File: src/rtl/midi_track_recorder_macros.svh
// Assertion macros shared by the track recorder RTL.
`ifndef MIDI_TRACK_RECORDER_MACROS_SVH
`define MIDI_TRACK_RECORDER_MACROS_SVH

// Checked on every clock edge outside reset.
`define MTR_ASSERT(lbl, prop) \
    lbl: assert property (@(posedge i_clk) disable iff (!i_rst_n) (prop)) \
        else $error("track recorder assertion failed");

// Checked on every clock edge, reset included.
`define MTR_ASSERT_ALWAYS(lbl, prop) \
    lbl: assert property (@(posedge i_clk) (prop)) \
        else $error("track recorder assertion failed");

`endif

File: src/rtl/mtr_pkg.sv
// Types, constants and helper functions for the MIDI track recorder.
package mtr_pkg;

    localparam int SYSEX_CHUNK_DEF = 32;

    localparam logic [1:0] OP_CHAN  = 2'd0;
    localparam logic [1:0] OP_SYSEX = 2'd1;
    localparam logic [1:0] OP_STOP  = 2'd2;
    localparam logic [1:0] OP_START = 2'd3;

    localparam logic [1:0] CFG_PORT_MASK = 2'd0;
    localparam logic [1:0] CFG_DFLT_EN   = 2'd1;
    localparam logic [1:0] CFG_TPQ       = 2'd2;
    localparam logic [1:0] CFG_TEMPO     = 2'd3;

    localparam logic [4:0]  PORT_DEFAULT = 5'd16;
    localparam logic [7:0]  B_REALTIME   = 8'hF8;
    localparam logic [7:0]  B_SYX_START  = 8'hF0;
    localparam logic [7:0]  B_SYX_END    = 8'hF7;
    localparam logic [7:0]  B_META       = 8'hFF;
    localparam logic [7:0]  B_TEMPO      = 8'h51;
    localparam logic [7:0]  B_EOT        = 8'h2F;
    localparam logic [7:0]  B_CONT       = 8'h80;
    localparam logic [27:0] DELTA_MAX    = 28'h0FFFFFFF;

    typedef enum logic [2:0] {
        K_START,
        K_STOP,
        K_CHAN,
        K_SYX_F0,
        K_SYX_BYTE
    } t_kind;

    typedef struct packed {
        t_kind       kind;
        logic [31:0] tick;
        logic [7:0]  byte_v;
        logic [6:0]  d1;
        logic [6:0]  d2;
        logic        three;
    } t_cmd;

    typedef struct packed {
        logic [15:0] en_mask;
        logic        dflt_en;
        logic [15:0] tpq;
        logic [23:0] tempo;
    } t_cfg;

    // Index of the most significant nonzero 7-bit group of a delta.
    function automatic logic [1:0] vl_top(input logic [27:0] v);
        logic [1:0] g;
        if (v[27:21] != 7'd0)      g = 2'd3;
        else if (v[20:14] != 7'd0) g = 2'd2;
        else if (v[13:7] != 7'd0)  g = 2'd1;
        else                       g = 2'd0;
        return g;
    endfunction

endpackage

File: src/rtl/mtr_front.sv
// Front end: accepts input requests, drops unrecorded traffic, builds commands.
module mtr_front (
    input  logic            i_clk,
    input  logic            i_rst_n,
    input  mtr_pkg::t_cfg   i_cfg,
    input  logic            i_in_valid,
    output logic            o_in_ready,
    input  logic [1:0]      i_op,
    input  logic [31:0]     i_tick,
    input  logic [4:0]      i_port_code,
    input  logic [7:0]      i_status_byte,
    input  logic [6:0]      i_data_first,
    input  logic [6:0]      i_data_second,
    input  logic            i_q_full,
    output logic            o_q_push,
    output mtr_pkg::t_cmd   o_q_data
);

    logic port_ok;
    logic keep;
    logic three;
    logic two;

    always_comb begin
        if (i_port_code == mtr_pkg::PORT_DEFAULT)
            port_ok = i_cfg.dflt_en;
        else if (i_port_code[4])
            port_ok = 1'b0;
        else
            port_ok = i_cfg.en_mask[i_port_code[3:0]];
    end

    always_comb begin
        three = 1'b0;
        two   = 1'b0;
        case (i_status_byte[7:4])
            4'h8, 4'h9, 4'hA, 4'hB, 4'hE: three = 1'b1;
            4'hC, 4'hD:                   two   = 1'b1;
            default: ;
        endcase
    end

    always_comb begin
        o_q_data.tick   = i_tick;
        o_q_data.byte_v = i_status_byte;
        o_q_data.d1     = i_data_first;
        o_q_data.d2     = i_data_second;
        o_q_data.three  = three;
        keep            = 1'b1;
        unique case (i_op)
            mtr_pkg::OP_START: o_q_data.kind = mtr_pkg::K_START;
            mtr_pkg::OP_STOP:  o_q_data.kind = mtr_pkg::K_STOP;
            mtr_pkg::OP_CHAN: begin
                o_q_data.kind = mtr_pkg::K_CHAN;
                keep = port_ok && (i_status_byte < mtr_pkg::B_REALTIME) && (three || two);
            end
            default: begin
                o_q_data.kind = (i_status_byte == mtr_pkg::B_SYX_START) ?
                                mtr_pkg::K_SYX_F0 : mtr_pkg::K_SYX_BYTE;
                keep = port_ok && (i_status_byte < mtr_pkg::B_REALTIME);
            end
        endcase
    end

    // Requests, dropped or kept, are taken only while the queue has room.
    assign o_in_ready = !i_q_full;
    assign o_q_push   = i_in_valid && !i_q_full && keep;

endmodule

File: src/rtl/mtr_cmd_fifo.sv
// Two-entry command queue between front and back end.
module mtr_cmd_fifo (
    input  logic            i_clk,
    input  logic            i_rst_n,
    input  logic            i_push,
    input  mtr_pkg::t_cmd   i_data,
    output logic            o_full,
    input  logic            i_pop,
    output mtr_pkg::t_cmd   o_data,
    output logic            o_empty
);

    mtr_pkg::t_cmd r_mem [2];
    logic          r_wr;
    logic          r_rd;
    logic [1:0]    r_cnt;

    always_ff @(posedge i_clk) begin
        if (!i_rst_n) begin
            r_wr  <= 1'b0;
            r_rd  <= 1'b0;
            r_cnt <= 2'd0;
        end else begin
            if (i_push) begin
                r_mem[r_wr] <= i_data;
                r_wr        <= !r_wr;
            end
            if (i_pop)
                r_rd <= !r_rd;
            r_cnt <= r_cnt + 2'(i_push) - 2'(i_pop);
        end
    end

    assign o_data  = r_mem[r_rd];
    assign o_full  = (r_cnt == 2'd2);
    assign o_empty = (r_cnt == 2'd0);

endmodule

File: src/rtl/mtr_back.sv
// Back end: recording state, SysEx store, byte sequencer and output register.
`include "midi_track_recorder_macros.svh"

module mtr_back #(
    parameter int SYSEX_CHUNK = mtr_pkg::SYSEX_CHUNK_DEF
) (
    input  logic            i_clk,
    input  logic            i_rst_n,
    input  mtr_pkg::t_cfg   i_cfg,
    input  logic            i_q_empty,
    input  mtr_pkg::t_cmd   i_q_data,
    output logic            o_q_pop,
    output logic            o_out_valid,
    input  logic            i_out_ready,
    output logic [7:0]      o_track_byte,
    output logic            o_run_last,
    output logic [31:0]     o_track_length
);

    localparam int AW = $clog2(SYSEX_CHUNK);
    localparam int FW = $clog2(SYSEX_CHUNK + 1);

    typedef enum logic [3:0] {
        S_IDLE, S_DECIDE, S_START, S_VL, S_FL_START, S_FL_HDR, S_FL_LEN,
        S_FL_RD, S_FL_DATA, S_CHAN, S_CHAN_MSG, S_F0, S_STORE, S_EOT,
        S_MOD, S_EOT_VL
    } t_state;

    t_state         r_state;
    t_state         r_ret;
    t_state         r_vl_ret;
    mtr_pkg::t_cmd  r_cmd;
    logic           r_rec;
    logic [31:0]    r_prev;
    logic [27:0]    r_pend;
    logic [FW-1:0]  r_fill;
    logic [FW-1:0]  r_idx;
    logic           r_f0;
    logic           r_fl_last;
    logic [31:0]    r_bw;
    logic [27:0]    r_vl;
    logic [1:0]     r_grp;
    logic [2:0]     r_cnt;
    logic [17:0]    r_rem;
    logic [31:0]    r_dvd;
    logic [4:0]     r_mcnt;
    logic           r_ovalid;
    logic [7:0]     r_obyte;
    logic           r_olast;
    logic [31:0]    r_olen;
    logic [7:0]     r_mem [SYSEX_CHUNK];
    logic [7:0]     r_rd_data;

    logic           can_emit;
    logic           e_req;
    logic [7:0]     e_byte;
    logic           e_last;
    logic           fire;
    logic [27:0]    delta;
    logic [31:0]    tdiff;
    logic [15:0]    tpq_eff;
    logic [17:0]    bar;
    logic [18:0]    rem_t;
    logic [6:0]     vl_part;
    logic           need_flush;

    assign tpq_eff = (i_cfg.tpq == 16'd0) ? 16'd1 : i_cfg.tpq;
    assign bar     = {tpq_eff, 2'b00};
    assign rem_t   = {r_rem, r_dvd[31]};
    assign tdiff   = (r_cmd.tick >= r_prev) ? (r_cmd.tick - r_prev) : 32'd0;
    assign delta   = (tdiff[31:28] != 4'd0) ? mtr_pkg::DELTA_MAX : tdiff[27:0];

    always_comb begin
        case (r_grp)
            2'd3:    vl_part = r_vl[27:21];
            2'd2:    vl_part = r_vl[20:14];
            2'd1:    vl_part = r_vl[13:7];
            default: vl_part = r_vl[6:0];
        endcase
    end

    always_comb begin
        case (r_cmd.kind)
            mtr_pkg::K_SYX_BYTE: need_flush = (r_fill >= FW'(SYSEX_CHUNK));
            default:             need_flush = (r_fill != '0);
        endcase
    end

    // Byte offered to the output register in the current state.
    always_comb begin
        e_req  = 1'b1;
        e_byte = 8'h00;
        e_last = 1'b0;
        case (r_state)
            S_START: begin
                e_last = (r_cnt == 3'd6);
                case (r_cnt)
                    3'd0:    e_byte = 8'h00;
                    3'd1:    e_byte = mtr_pkg::B_META;
                    3'd2:    e_byte = mtr_pkg::B_TEMPO;
                    3'd3:    e_byte = 8'h03;
                    3'd4:    e_byte = i_cfg.tempo[23:16];
                    3'd5:    e_byte = i_cfg.tempo[15:8];
                    default: e_byte = i_cfg.tempo[7:0];
                endcase
            end
            S_VL:      e_byte = {(r_grp != 2'd0), vl_part};
            S_FL_HDR:  e_byte = r_f0 ? mtr_pkg::B_SYX_START : mtr_pkg::B_SYX_END;
            S_FL_LEN: begin
                e_byte = r_f0 ? 8'(r_fill - FW'(1)) : 8'(r_fill);
                e_last = r_fl_last && (r_idx == r_fill);
            end
            S_FL_DATA: begin
                e_byte = r_rd_data;
                e_last = r_fl_last && (r_idx + FW'(1) == r_fill);
            end
            S_CHAN_MSG: begin
                e_last = (r_cnt == (r_cmd.three ? 3'd2 : 3'd1));
                case (r_cnt)
                    3'd0:    e_byte = r_cmd.byte_v;
                    3'd1:    e_byte = {1'b0, r_cmd.d1};
                    default: e_byte = {1'b0, r_cmd.d2};
                endcase
            end
            S_EOT_VL: e_req = 1'b0;
            default: e_req = 1'b0;
        endcase
    end

    // EOT message bytes share the message state through the kind check.
    logic eot_msg;
    assign eot_msg  = (r_state == S_CHAN_MSG) && (r_cmd.kind == mtr_pkg::K_STOP);
    assign can_emit = !r_ovalid || i_out_ready;
    assign fire     = e_req && can_emit;
    assign o_q_pop  = (r_state == S_IDLE) && !i_q_empty;

    logic [7:0] o_byte_mux;
    logic       o_last_mux;
    always_comb begin
        o_byte_mux = e_byte;
        o_last_mux = e_last;
        if (eot_msg) begin
            o_last_mux = (r_cnt == 3'd2);
            case (r_cnt)
                3'd0:    o_byte_mux = mtr_pkg::B_META;
                3'd1:    o_byte_mux = mtr_pkg::B_EOT;
                default: o_byte_mux = 8'h00;
            endcase
        end
    end

    // SysEx store.
    always_ff @(posedge i_clk) begin
        if (r_state == S_STORE)
            r_mem[r_fill[AW-1:0]] <= r_cmd.byte_v;
        r_rd_data <= r_mem[r_idx[AW-1:0]];
    end

    always_ff @(posedge i_clk) begin
        if (!i_rst_n) begin
            r_state  <= S_IDLE;
            r_rec    <= 1'b0;
            r_prev   <= 32'd0;
            r_pend   <= 28'd0;
            r_fill   <= '0;
            r_bw     <= 32'd0;
            r_ovalid <= 1'b0;
            r_f0     <= 1'b0;
        end else begin
            if (fire) begin
                r_ovalid <= 1'b1;
                r_obyte  <= o_byte_mux;
                r_olast  <= o_last_mux;
                r_olen   <= r_bw + 32'd1;
                r_bw     <= r_bw + 32'd1;
            end else if (i_out_ready) begin
                r_ovalid <= 1'b0;
            end
            unique case (r_state)
                S_IDLE: begin
                    if (!i_q_empty) begin
                        r_cmd   <= i_q_data;
                        r_state <= S_DECIDE;
                    end
                end
                S_DECIDE: begin
                    if (r_cmd.kind == mtr_pkg::K_START) begin
                        if (!r_rec) begin
                            r_rec   <= 1'b1;
                            r_prev  <= 32'd0;
                            r_fill  <= '0;
                            r_pend  <= 28'd0;
                            r_bw    <= 32'd0;
                            r_cnt   <= 3'd0;
                            r_state <= S_START;
                        end else begin
                            r_state <= S_IDLE;
                        end
                    end else if (r_rec) begin
                        case (r_cmd.kind)
                            mtr_pkg::K_STOP:    r_ret <= S_EOT;
                            mtr_pkg::K_CHAN:    r_ret <= S_CHAN;
                            mtr_pkg::K_SYX_F0:  r_ret <= S_F0;
                            default:            r_ret <= S_STORE;
                        endcase
                        case (r_cmd.kind)
                            mtr_pkg::K_SYX_F0:   r_fl_last <= 1'b1;
                            mtr_pkg::K_SYX_BYTE:
                                r_fl_last <= (r_cmd.byte_v != mtr_pkg::B_SYX_END);
                            default:             r_fl_last <= 1'b0;
                        endcase
                        if (need_flush)
                            r_state <= S_FL_START;
                        else
                            case (r_cmd.kind)
                                mtr_pkg::K_STOP:   r_state <= S_EOT;
                                mtr_pkg::K_CHAN:   r_state <= S_CHAN;
                                mtr_pkg::K_SYX_F0: r_state <= S_F0;
                                default:           r_state <= S_STORE;
                            endcase
                    end else begin
                        r_state <= S_IDLE;
                    end
                end
                S_START: begin
                    if (fire) begin
                        r_cnt <= r_cnt + 3'd1;
                        if (r_cnt == 3'd6)
                            r_state <= S_IDLE;
                    end
                end
                S_VL: begin
                    if (fire) begin
                        if (r_grp == 2'd0)
                            r_state <= r_vl_ret;
                        else
                            r_grp <= r_grp - 2'd1;
                    end
                end
                S_FL_START: begin
                    r_vl     <= r_pend;
                    r_grp    <= mtr_pkg::vl_top(r_pend);
                    r_pend   <= 28'd0;
                    r_vl_ret <= S_FL_HDR;
                    r_idx    <= r_f0 ? FW'(1) : FW'(0);
                    r_state  <= S_VL;
                end
                S_FL_HDR: if (fire) r_state <= S_FL_LEN;
                S_FL_LEN: begin
                    if (fire) begin
                        if (r_idx == r_fill) begin
                            r_fill  <= '0;
                            r_state <= r_ret;
                        end else begin
                            r_state <= S_FL_RD;
                        end
                    end
                end
                S_FL_RD: r_state <= S_FL_DATA;
                S_FL_DATA: begin
                    if (fire) begin
                        if (r_idx + FW'(1) == r_fill) begin
                            r_fill  <= '0;
                            r_state <= r_ret;
                        end else begin
                            r_idx   <= r_idx + FW'(1);
                            r_state <= S_FL_RD;
                        end
                    end
                end
                S_CHAN: begin
                    r_vl     <= delta;
                    r_grp    <= mtr_pkg::vl_top(delta);
                    r_vl_ret <= S_CHAN_MSG;
                    r_cnt    <= 3'd0;
                    r_state  <= S_VL;
                end
                S_CHAN_MSG: begin
                    if (fire) begin
                        r_cnt <= r_cnt + 3'd1;
                        if (o_last_mux) begin
                            r_state <= S_IDLE;
                            if (eot_msg)
                                r_rec <= 1'b0;
                            else
                                r_prev <= r_cmd.tick;
                        end
                    end
                end
                S_F0: begin
                    r_fill  <= FW'(1);
                    r_f0    <= 1'b1;
                    r_pend  <= delta;
                    r_prev  <= r_cmd.tick;
                    r_state <= S_IDLE;
                end
                S_STORE: begin
                    r_fill <= r_fill + FW'(1);
                    if (r_fill == '0)
                        r_f0 <= 1'b0;
                    if (r_cmd.byte_v == mtr_pkg::B_SYX_END) begin
                        r_fl_last <= 1'b1;
                        r_ret     <= S_IDLE;
                        r_state   <= S_FL_START;
                    end else begin
                        r_state   <= S_IDLE;
                    end
                end
                S_EOT: begin
                    r_rem   <= 18'd0;
                    r_dvd   <= r_prev;
                    r_mcnt  <= 5'd0;
                    r_state <= S_MOD;
                end
                S_MOD: begin
                    // restoring remainder, one dividend bit per cycle
                    r_rem   <= (rem_t >= {1'b0, bar}) ? 18'(rem_t - {1'b0, bar}) : rem_t[17:0];
                    r_dvd   <= {r_dvd[30:0], 1'b0};
                    r_mcnt  <= r_mcnt + 5'd1;
                    if (r_mcnt == 5'd31)
                        r_state <= S_EOT_VL;
                end
                S_EOT_VL: begin
                    r_vl     <= 28'(bar - r_rem);
                    r_grp    <= mtr_pkg::vl_top(28'(bar - r_rem));
                    r_vl_ret <= S_CHAN_MSG;
                    r_cnt    <= 3'd0;
                    r_state  <= S_VL;
                end
                default: r_state <= S_IDLE;
            endcase
        end
    end

    assign o_out_valid    = r_ovalid;
    assign o_track_byte   = r_obyte;
    assign o_run_last     = r_olast;
    assign o_track_length = r_olen;

    `MTR_ASSERT(a_fill_max, r_fill <= FW'(SYSEX_CHUNK))
    `MTR_ASSERT(a_idle_empty, !r_rec |-> (r_fill == '0))
    `MTR_ASSERT(a_mod_rec, (r_state == S_MOD) |-> r_rec)
    `MTR_ASSERT_ALWAYS(a_rst_quiet, !i_rst_n |=> !r_ovalid)

endmodule

File: src/rtl/midi_track_recorder.sv
// Top level of the MIDI track recorder: config registers, front, queue, back.
//
//  channel | direction | handshake                 | payload
//  input   | in        | i_in_valid / o_in_ready   | op, tick, port_code, status, data
//  output  | out       | o_out_valid / i_out_ready | track_byte, run_last, track_length
//  config  | in        | i_cfg_we (no wait)        | i_cfg_index, i_cfg_data
//
// Each request is classified combinationally and queued; dropped requests leave
// no trace. The back end takes a new command only once the last is done and
// sends its bytes through a registered output: a channel message may first
// flush pending SysEx, a flush reads the store through a registered read, and
// stop computes the bar remainder bit-serially. Reset is synchronous, active
// low, and resets the state machines, queue pointers, configuration and
// recording flags; the SysEx store needs no clearing. Output stalls hold the
// byte sequencer; the two-entry queue takes requests meanwhile until full.
module midi_track_recorder #(
    parameter int SYSEX_CHUNK = mtr_pkg::SYSEX_CHUNK_DEF
) (
    input  logic        i_clk,
    input  logic        i_rst_n,
    input  logic        i_cfg_we,
    input  logic [1:0]  i_cfg_index,
    input  logic [23:0] i_cfg_data,
    input  logic        i_in_valid,
    output logic        o_in_ready,
    input  logic [1:0]  i_op,
    input  logic [31:0] i_tick,
    input  logic [4:0]  i_port_code,
    input  logic [7:0]  i_status_byte,
    input  logic [6:0]  i_data_first,
    input  logic [6:0]  i_data_second,
    output logic        o_out_valid,
    input  logic        i_out_ready,
    output logic [7:0]  o_track_byte,
    output logic        o_run_last,
    output logic [31:0] o_track_length
);

    mtr_pkg::t_cfg r_cfg;
    mtr_pkg::t_cmd q_in;
    mtr_pkg::t_cmd q_out;
    logic          q_push;
    logic          q_pop;
    logic          q_full;
    logic          q_empty;

    // configuration registers
    always_ff @(posedge i_clk) begin
        if (!i_rst_n) begin
            r_cfg.en_mask <= 16'd0;
            r_cfg.dflt_en <= 1'b0;
            r_cfg.tpq     <= 16'd96;
            r_cfg.tempo   <= 24'd500000;
        end else if (i_cfg_we) begin
            unique case (i_cfg_index)
                mtr_pkg::CFG_PORT_MASK: r_cfg.en_mask <= i_cfg_data[15:0];
                mtr_pkg::CFG_DFLT_EN:   r_cfg.dflt_en <= i_cfg_data[0];
                mtr_pkg::CFG_TPQ:       r_cfg.tpq     <= i_cfg_data[15:0];
                default:                r_cfg.tempo   <= i_cfg_data;
            endcase
        end
    end

    mtr_front u_front (
        .i_clk         (i_clk),
        .i_rst_n       (i_rst_n),
        .i_cfg         (r_cfg),
        .i_in_valid    (i_in_valid),
        .o_in_ready    (o_in_ready),
        .i_op          (i_op),
        .i_tick        (i_tick),
        .i_port_code   (i_port_code),
        .i_status_byte (i_status_byte),
        .i_data_first  (i_data_first),
        .i_data_second (i_data_second),
        .i_q_full      (q_full),
        .o_q_push      (q_push),
        .o_q_data      (q_in)
    );

    mtr_cmd_fifo u_fifo (
        .i_clk   (i_clk),
        .i_rst_n (i_rst_n),
        .i_push  (q_push),
        .i_data  (q_in),
        .o_full  (q_full),
        .i_pop   (q_pop),
        .o_data  (q_out),
        .o_empty (q_empty)
    );

    mtr_back #(.SYSEX_CHUNK(SYSEX_CHUNK)) u_back (
        .i_clk          (i_clk),
        .i_rst_n        (i_rst_n),
        .i_cfg          (r_cfg),
        .i_q_empty      (q_empty),
        .i_q_data       (q_out),
        .o_q_pop        (q_pop),
        .o_out_valid    (o_out_valid),
        .i_out_ready    (i_out_ready),
        .o_track_byte   (o_track_byte),
        .o_run_last     (o_run_last),
        .o_track_length (o_track_length)
    );

endmodule
File: config.mk
export PLATFORM = sky130hd
export DESIGN_NAME = midi_track_recorder
export DESIGN_NICKNAME = d
export VERILOG_FILES = /design/src/rtl/mtr_pkg.sv /design/src/rtl/mtr_front.sv /design/src/rtl/mtr_cmd_fifo.sv /design/src/rtl/mtr_back.sv /design/src/rtl/midi_track_recorder.sv
export VERILOG_INCLUDE_DIRS = /design/src /design/src/rtl
export SDC_FILE = /design/constraint.sdc
export NUM_CORES = 1
export LEC_CHECK = 0
export ABC_CLOCK_PERIOD_IN_PS = 5400
export BUFFER_PORTS_ARGS = -buffer_cell sky130_fd_sc_hd__clkbuf_2
export CAP_MARGIN = 20
export CORE_UTILIZATION = 59
export CTS_BUF_LIST = sky130_fd_sc_hd__clkbuf_16
export DETAILED_ROUTE_END_ITERATION = 10
export MAX_ROUTING_LAYER = met4
export PLACE_DENSITY_LB_ADDON = 0.1
export SYNTH_ARGS = -nofsm -noshare
export SYNTH_HDL_FRONTEND = slang
export SYNTH_SLANG_ARGS = --single-unit
File: constraint.sdc
create_clock -name i_clk -period 5.4 [get_ports i_clk]
set_input_delay 0.27 -clock i_clk [delete_from_list [all_inputs] [get_ports i_clk]]
set_output_delay 0.27 -clock i_clk [all_outputs]
set_load 0.05 [all_outputs]
* Word-level counts from Yosys, hierarchy flattened
Memory sizes are Yosys's and may differ from the RTL's. A register that Yosys moved wholly into a read port is not among the register bits.
Cells that the tools add are included.
** Word-level totals
- Register bits after elaboration :: 310
- Bits in writable memories :: 372
- Bits of input ports :: 92
- Memories :: 2
** Memory list
- u_back.r_mem :: depth 32, width 8, rd ports 1, clocked after memory_dff 1, write ports 1, RTL line mtr_back.sv:51 : logic [7:0] r_mem [SYSEX_CHUNK];
- u_fifo.r_mem :: depth 2, width 58, rd ports 1, clocked after memory_dff 1, write ports 1, RTL line mtr_cmd_fifo.sv:13 : mtr_pkg::t_cmd r_mem [2];
** Operators by class
- $add $sub $neg :: 12
- Magnitude comparators :: 5
- Eq/ne operators :: 72
- Multiplexer cells :: 114
- Bitwise gates (word level) :: 2
- Reductions and logical operators :: 77
** Operators with widths (count)
- $mux 32 :: 10
- $pmux 28 s3 :: 2
- $pmux 32 s3 :: 1
- $pmux 8 s6 :: 2
- $mux 28 :: 3
- $mux 4 :: 19
- $pmux 32 s2 :: 1
- $reduce_bool 7->1 :: 9
- $eq 4x4->1 const B :: 15
- $pmux 4 s14 :: 1
- $mux 6 :: 8
- $pmux 18 s2 :: 1
- $add 32x1->32 const B :: 1
- $ge 32x32->1 :: 1
- $ne 2x1->1 const B :: 16
- $pmux 8 s2 :: 2
- $sub 32x32->32 :: 1
- $pmux 6 s5 :: 1
- $mux 1 :: 27
- $pmux 3 s3 :: 3
- $pmux 7 s3 :: 1
- $mux 2 :: 10
- $ge 19x18->1 :: 1
- $sub 18x18->19 :: 1
- other kinds (61) :: 145

* Logic depth before layout (Yosys ltp)
- Depth in word-level cells :: 11
- Depth in mapped cells :: 14
- Gate-level depth less buffers :: 14

* Cells and area by module
From an unflattened synthesis, not the netlist that was laid out.
** Second synthesis, totals
- Cells, all modules :: 2822
- Area, all modules :: 35122.4 sq um
** By module, submodules not included
- mtr_back :: instances 1, cells each 2305, area each 27685.3 sq um, seq. area each 15955.3 sq um
- mtr_cmd_fifo :: instances 1, cells each 202, area each 4488.1 sq um, seq. area each 3583.4 sq um
- midi_track_recorder :: instances 1, cells each 224, area each 2253.4 sq um, seq. area each 1141.1 sq um
- mtr_front :: instances 1, cells each 91, area each 695.7 sq um, seq. area each 0.0 sq um

* Least setup slack after synthesis
No wires, ideal clock.
- Kind :: input -> register
- Start point :: in i_port_code[0]
- End point :: mem u_fifo.r_mem[0][0] (netlist bit), enable pin
- Data arrival time :: 3986 ps
- Data required time :: 4926 ps
- Path slack :: 940 ps
- Stages on the path :: 9
- Buffers on the path :: 1
- Cell sequence :: clkbuf_1 > mux4_2 > mux4_2 > nor2_1 > a211oi_1 > o211ai_1 > inv_1 > nand2_1 > nor2_1
** Between the ends
- Word-level cells in the longest chain between the ends :: 11
- Elaborated cells between the ends (all ways) :: 12
- Those cells by class :: eq/ne (1); mux (8); reduce/logical (3)
** RTL lines
- start: declaration :: RTL line midi_track_recorder.sv:28 : input logic [4:0] i_port_code,
- $bmux 1 s4 :: RTL line mtr_front.sv:30 : port_ok = i_cfg.en_mask[i_port_code[3:0]];
- $mux 1 (implied by the code) :: RTL line mtr_front.sv:30
- $mux 1 :: RTL line mtr_front.sv:27 : else if (i_port_code[4])
- $mux 1 (*) :: RTL line mtr_front.sv:25 : if (i_port_code == mtr_pkg::PORT_DEFAULT)
- $logic_and 1x1->1 (*) :: RTL line mtr_front.sv:55, mtr_front.sv:60
- $logic_and 1x1->1 :: RTL line mtr_front.sv:55 : keep = port_ok && (i_status_byte < mtr_pkg::B_REALTIME) && (three || two);
- $pmux 1 s2 (*) :: RTL line mtr_front.sv:50 : unique case (i_op)
- $logic_and 1x1->1 (*) :: RTL line mtr_front.sv:67 : assign o_q_push = i_in_valid && !i_q_full && keep;
- $mux 1 (*) :: RTL line mtr_cmd_fifo.sv:24 : if (i_push) begin
- $mux 1 (*) :: RTL line mtr_cmd_fifo.sv:19 : if (!i_rst_n) begin
- $mux 1 (implied by the code) (*) :: RTL line mtr_cmd_fifo.sv:25 : r_mem[r_wr] <= i_data;
- end: declaration :: RTL line mtr_cmd_fifo.sv:13
Every way passes the cells marked *; elsewhere a longest branch is shown, timed or not. The select of a mux whose other input is x is not followed.

* Worst setup path after layout
- Start point :: reg u_back.r_cmd[23] (netlist bit)
- End point :: reg u_back.r_grp[0] (data pin)
** Between the ends
- Word-level cells in the longest chain between the ends :: 9
- Elaborated cells between the ends (all ways) :: 12
- Those cells by class :: add/sub (1); order compare (1); mux (6); reduce/logical (4)
** RTL lines
- start: declaration :: RTL line mtr_back.sv:32 : mtr_pkg::t_cmd r_cmd;
- start signal: assignment :: RTL line mtr_back.sv:182 : r_cmd <= i_q_data;
- $sub 32x32->32 or $ge 32x32->1 (tied branches) :: RTL line mtr_back.sv:70 : assign tdiff = (r_cmd.tick >= r_prev) ? (r_cmd.tick - r_prev) : 32'd0;
- $mux 32 (*) :: RTL line mtr_back.sv:70
- $reduce_bool 4->1 :: RTL line mtr_back.sv:71 : assign delta = (tdiff[31:28] != 4'd0) ? mtr_pkg::DELTA_MAX : tdiff[27:0];
- $mux 28 (*) :: RTL line mtr_back.sv:71
- $reduce_bool 7->1 :: RTL line mtr_pkg.sv:55 : else if (v[13:7] != 7'd0) g = 2'd1;
- $mux 1 :: RTL line mtr_pkg.sv:55
- $mux 2 :: RTL line mtr_pkg.sv:54 : else if (v[20:14] != 7'd0) g = 2'd2;
- $mux 2 (*) :: RTL line mtr_pkg.sv:53 : if (v[27:21] != 7'd0) g = 2'd3;
- $pmux 2 s4 (*) :: RTL line mtr_back.sv:179 : unique case (r_state)
- end signal: assignment :: RTL line mtr_back.sv:237 : r_grp <= r_grp - 2'd1;
- end signal: assignment :: RTL line mtr_back.sv:242 : r_grp <= mtr_pkg::vl_top(r_pend);
- end signal: assignment :: RTL line mtr_back.sv:273 : r_grp <= mtr_pkg::vl_top(delta);
- end: declaration :: RTL line mtr_back.sv:42 : logic [1:0] r_grp;
Every way passes the cells marked *; elsewhere a longest branch is shown, timed or not.
A chain may end at the register's enable or synchronous reset.

==> flow_summary.ini <==
[yosys]
synthesis.area_mm2 = 0.03424
synth_top_family_by_area = simple AND/OR/NAND/NOR gates
synth_seq_cells = 746
xor_xnor_share_of_the_synthesized_area = 0.03325
synthesis.yosys.warnings = 0
synth.yosys.seq_area_share = 0.6033
synthAdderAreaFrac = 0.03186
synth_cell_types = 83
syn_area_per_cell_um2 = 12.42
synthesized_area_fraction_occupied_by_ao_oa_aoi_and_oai_cells = 0.1024
post_synthesis_share_of_cell_area_spent_on_and_or_nand_and_nor_gates = 0.1091
postSynthNetCount = 2935
count_of_flip_flops_with_a_built_in_enable_after_synthesis = 572
synth_cells = 2757
share_of_async_settable_or_async_resettable_flops_after_synthesis = 0
primary_ff_master_synth = sky130_fd_sc_hd__edfxtp_1
synthMuxAreaShare = 0.09251

[cts]
cts_post_setup_buffers_inserted = 0
clk_latency_ns = 0.62
clock_path_buffers = 3
cts.sinks = 746
tritoncts = built
clock_tree.root_cell = sky130_fd_sc_hd__clkbuf_16
htree_levels = 3
clkTransAtPathRegs_ns = 0.06
cts-buffers-inserted = 76

[setup_path]
worst_ep_arrival_time_ns = 4.80
crit_family = compound AO/OA/AOI/OAI gates
endpoint_kind = flip-flop
critical_path.max_fanout = 33
cp.buffers_inverters = 1
worst-setup-path-type = reg -> reg
regToRegEndpoint = u_back.r_grp[0]
start_kind = flip-flop
r2r_slack_ns = 1.04
crit_chain = inv_1, ha_1, fa_1, nand2b_1, a21oi_2, o41a_1, a221o_1, a211oi_1, xnor2_1, a211oi_2, nand2_1, or4_1, o211ai_1
critical_path_required_ns = 5.84
cpMaxStageDelayCell = sky130_fd_sc_hd__or4_1
worstRegToRegCells = 13
slowest_cell_delay_on_critical_path_ns = 0.73
worst_r2r_startpoint = u_back.r_cmd[23]

[power_and_ir_drop]
power.switching_uw = 4497
power_frac_comb = 0.204
pwr_density_cell_mw_per_mm2 = 392.3
post-layout-total-power_uw = 15270
worst_ir_drop_vdd_uv = 268.7
intPower_uw = 10770
power.share.switching = 0.2945
clock_power_share = 0.344
seq_power_share = 0.452
static-leakage-power_uw = 0.01364

[global_routing]
grt_util_met1 = 0.4116
grt_pass1_vias = 22469
grt_antenna_before_repair = 2
pin_count_of_the_biggest_net_entering_global_routing = 65
global_route.usage.total = 0.2887
grt.met2_usage = 0.4261
busiest_grt_layer = met2
grt_overflow = 0
globalRouteMet3Util = 0.05385
wire_length_of_the_first_global_routing_pass_um = 128200

[min_path]
holdCritStartpoint = i_op[1]
hold_end = u_fifo.r_mem[1][57]
min_path_cells = 2
worst_hold_path_type = in -> reg

[route]
first_pass_iters = 8
detail_route.vias_per_cell = 6.077
first_iter_violations = 2093
routed_wire_length_per_instance_um = 21.76
antenna_left = 0
routed_wl_um = 81630
detailroute.via_count = 22800
number_of_remaining_drc_errors = 0

[sta]
timing_max_transition_violations_final = 0
maxClockFrequency_ghz = 0.2292
finalClockSkew_ns = 0.01956
final_worst_path_period_need_ns = 4.363
max_slew_margin = 0.1466
number_of_setup_violations_in_the_final_report = 0
tns_ns = 0
final_period_utilization = 0.8079
finalHoldViolCount = 0
worst_slew_pin_slew_ns = 1.262
grt_setup_unrepaired = false

[floorplanning]
initial_core_util = 0.6027
floorplan.rows = 87
dieWidth_um = 242.9
die_h_um = 242.9
ios = 135
coreArea_mm2 = 0.05682
die_area_mm2 = 0.05901

[placement]
io_buffer_count = 134
gp_congestion = 0.9222
place_hpwl_um = 55570

[cells_and_area]
multiInputGateArea_mm2 = 0.01268
n_fill_cell = 4136
flow.area_growth_from_synthesis_pct = 13.64
layout.area.seq_mm2 = 0.02066
final_net_count = 3108
postLayoutCoreUtil = 0.6849
layout-drive-gt1-share = 0.1640

[outcome]
result_of_the_run = completed

[run]
timing.max_cap.violations = 0
## power groups by stage
stage	Clock, µW	Combinational (µW)	Sequential, µW
after floorplan	0	1830	7290
after global placement	0	2990	7010
after detailed placement	0	3020	7020
after CTS	5330	3080	6900
after global routing	5560	3360	6940
final	5250	3110	6900
## metal layers
metal,part of all wire,vias up
li1,-,10602
met1,0.45,11234
met3,0.079,130
met4,0.021,0
met2,0.45,834
met5,0,-
## cells in the mapped netlist (9+ instances only)
cell type / number / area, µm²
sky130_fd_sc_hd__nand2_1: 299 / 1122
sky130_fd_sc_hd__a22oi_1: 16 / 120.1
sky130_fd_sc_hd__and3_1: 30 / 187.7
sky130_fd_sc_hd__ha_1: 84 / 1051
sky130_fd_sc_hd__a21boi_0: 68 / 510.5
sky130_fd_sc_hd__buf_1: 23 / 86.33
sky130_fd_sc_hd__mux2i_1: 15 / 150.1
sky130_fd_sc_hd__a21oi_1: 117 / 585.6
sky130_fd_sc_hd__nor2b_1: 21 / 131.4
sky130_fd_sc_hd__o22ai_1: 10 / 62.56
sky130_fd_sc_hd__and2_1: 17 / 106.4
sky130_fd_sc_hd__xnor2_1: 59 / 516.8
sky130_fd_sc_hd__nor4_1: 13 / 81.33
sky130_fd_sc_hd__o211ai_1: 18 / 135.1
sky130_fd_sc_hd__a22o_1: 14 / 122.6
sky130_fd_sc_hd__nand4_1: 16 / 100.1
sky130_fd_sc_hd__mux4_2: 85 / 1914
sky130_fd_sc_hd__xor2_1: 71 / 621.9
sky130_fd_sc_hd__a221o_1: 12 / 120.1
sky130_fd_sc_hd__o21a_1: 11 / 82.58
sky130_fd_sc_hd__mux2_2: 98 / 1104
sky130_fd_sc_hd__nand2b_1: 21 / 131.4
sky130_fd_sc_hd__nor3b_1: 9 / 67.56
sky130_fd_sc_hd__a31oi_1: 10 / 62.56
sky130_fd_sc_hd__nor2_1: 209 / 784.5
sky130_fd_sc_hd__inv_1: 92 / 345.3
sky130_fd_sc_hd__a21o_1: 17 / 127.6
sky130_fd_sc_hd__a211oi_1: 13 / 97.59
sky130_fd_sc_hd__or3_1: 15 / 93.84
sky130_fd_sc_hd__nor3_1: 31 / 155.2
sky130_fd_sc_hd__nand3_1: 92 / 460.4
sky130_fd_sc_hd__dfxtp_1: 174 / 3483
sky130_fd_sc_hd__o21ai_0: 158 / 790.8
sky130_fd_sc_hd__edfxtp_1: 572 / 17180
sky130_fd_sc_hd__clkbuf_1: 126 / 473.0
## through the flow
step	setup slack, ns	instances	instance area, µm²	hold slack [ns]
floorplan	0.9401	2757	34240	0.3689
global placement	1.116	3529	35590	0.4372
detailed placement	1.084	3529	35590	0.4524
CTS	1.062	3748	38880	0.002344
global route	0.7161	3751	38910	0.04168
finish	1.037	3752	38920	0.02582
## repair_timing
action / CTS / global route
hold buffers: 78 / 0
hold endpoints to repair: 164 / 0
gates resized for setup: 0 / 0
## worst max-delay path by stage
stage | startpoint | end | slack, ns | cells after the start
after floorplan | i_port_code[0] | u_fifo.r_mem[0][0] | 0.94 | 9
after global placement | u_back.r_cmd[23] | u_back.r_grp[0] | 1.12 | 13
after detailed placement | u_back.r_cmd[23] | u_back.r_grp[0] | 1.08 | 13
after CTS | u_back.r_cmd[23] | u_back.r_grp[0] | 1.06 | 13
after global routing | u_back.r_cmd[23] | u_back.r_grp[0] | 0.72 | 13
final | u_back.r_cmd[23] | u_back.r_grp[0] | 1.04 | 13
## flip-flops by register name, summed over array words and instances (netlist names), 2 cells and up
register               cells
u_back.r_vl               28
u_back.o_track_byte        8
u_back.o_track_length     32
u_back.r_grp               2
u_back.r_rem              18
u_back.r_idx               6
r_cfg                     57
u_back.r_mem             256
u_back.r_rd_data           8
u_back.r_pend             28
u_back.r_ret               4
u_back.r_vl_ret            2
u_back.r_bw               32
u_fifo.r_mem             116
u_back.r_fill              6
u_back.r_cnt               3
u_back.r_mcnt              5
u_back.r_cmd              58
u_back.r_prev             32
u_back.r_state             4
u_fifo.r_cnt               2
u_back.r_dvd              32
## cell type report
type	instances	share of cell area
multi-input combinational	1762	0.3258
tap	756	0.02431
timing repair buffer	251	0.04540
sequential	746	0.5309
clock inverter	62	0.01360
clock buffer	79	0.05080
inverter	93	0.008970
antenna	3	0.0001929
## placed cells by master, fill, tap and decap left out, types with 28 or more instances in the layout
cell type / netlist / routed
sky130_fd_sc_hd__nor3_1: 31 / 31
sky130_fd_sc_hd__dfxtp_1: 174 / 173
sky130_fd_sc_hd__ha_1: 84 / 84
sky130_fd_sc_hd__buf_4: 0 / 39
sky130_fd_sc_hd__nand3_1: 92 / 92
sky130_fd_sc_hd__nor2_1: 209 / 208
sky130_fd_sc_hd__clkbuf_2: 1 / 133
sky130_fd_sc_hd__mux2_2: 98 / 98
sky130_fd_sc_hd__and3_1: 30 / 28
sky130_fd_sc_hd__inv_1: 92 / 104
sky130_fd_sc_hd__o21ai_0: 158 / 158
sky130_fd_sc_hd__dlygate4sd3_1: 0 / 78
sky130_fd_sc_hd__a21boi_0: 68 / 68
sky130_fd_sc_hd__xnor2_1: 59 / 59
sky130_fd_sc_hd__clkbuf_16: 0 / 79
sky130_fd_sc_hd__nand2_1: 299 / 298
sky130_fd_sc_hd__xor2_1: 71 / 71
sky130_fd_sc_hd__a21oi_1: 117 / 115
sky130_fd_sc_hd__mux4_2: 85 / 85
sky130_fd_sc_hd__edfxtp_1: 572 / 572
## cells by family (layout without fill, tap and decap cells)
kind of cell | after synthesis | count (layout)
AOI/OAI and AO/OA | 537 | 537
xor gates and xnor gates | 130 | 130
adders and majority gates | 86 | 86
buffers and inverters | 249 | 485
DFF | 746 | 746
muxes | 198 | 198
other | 0 | 3
and+or+nand+nor | 811 | 811
Note: power is estimated with default switching activity, not from simulation.
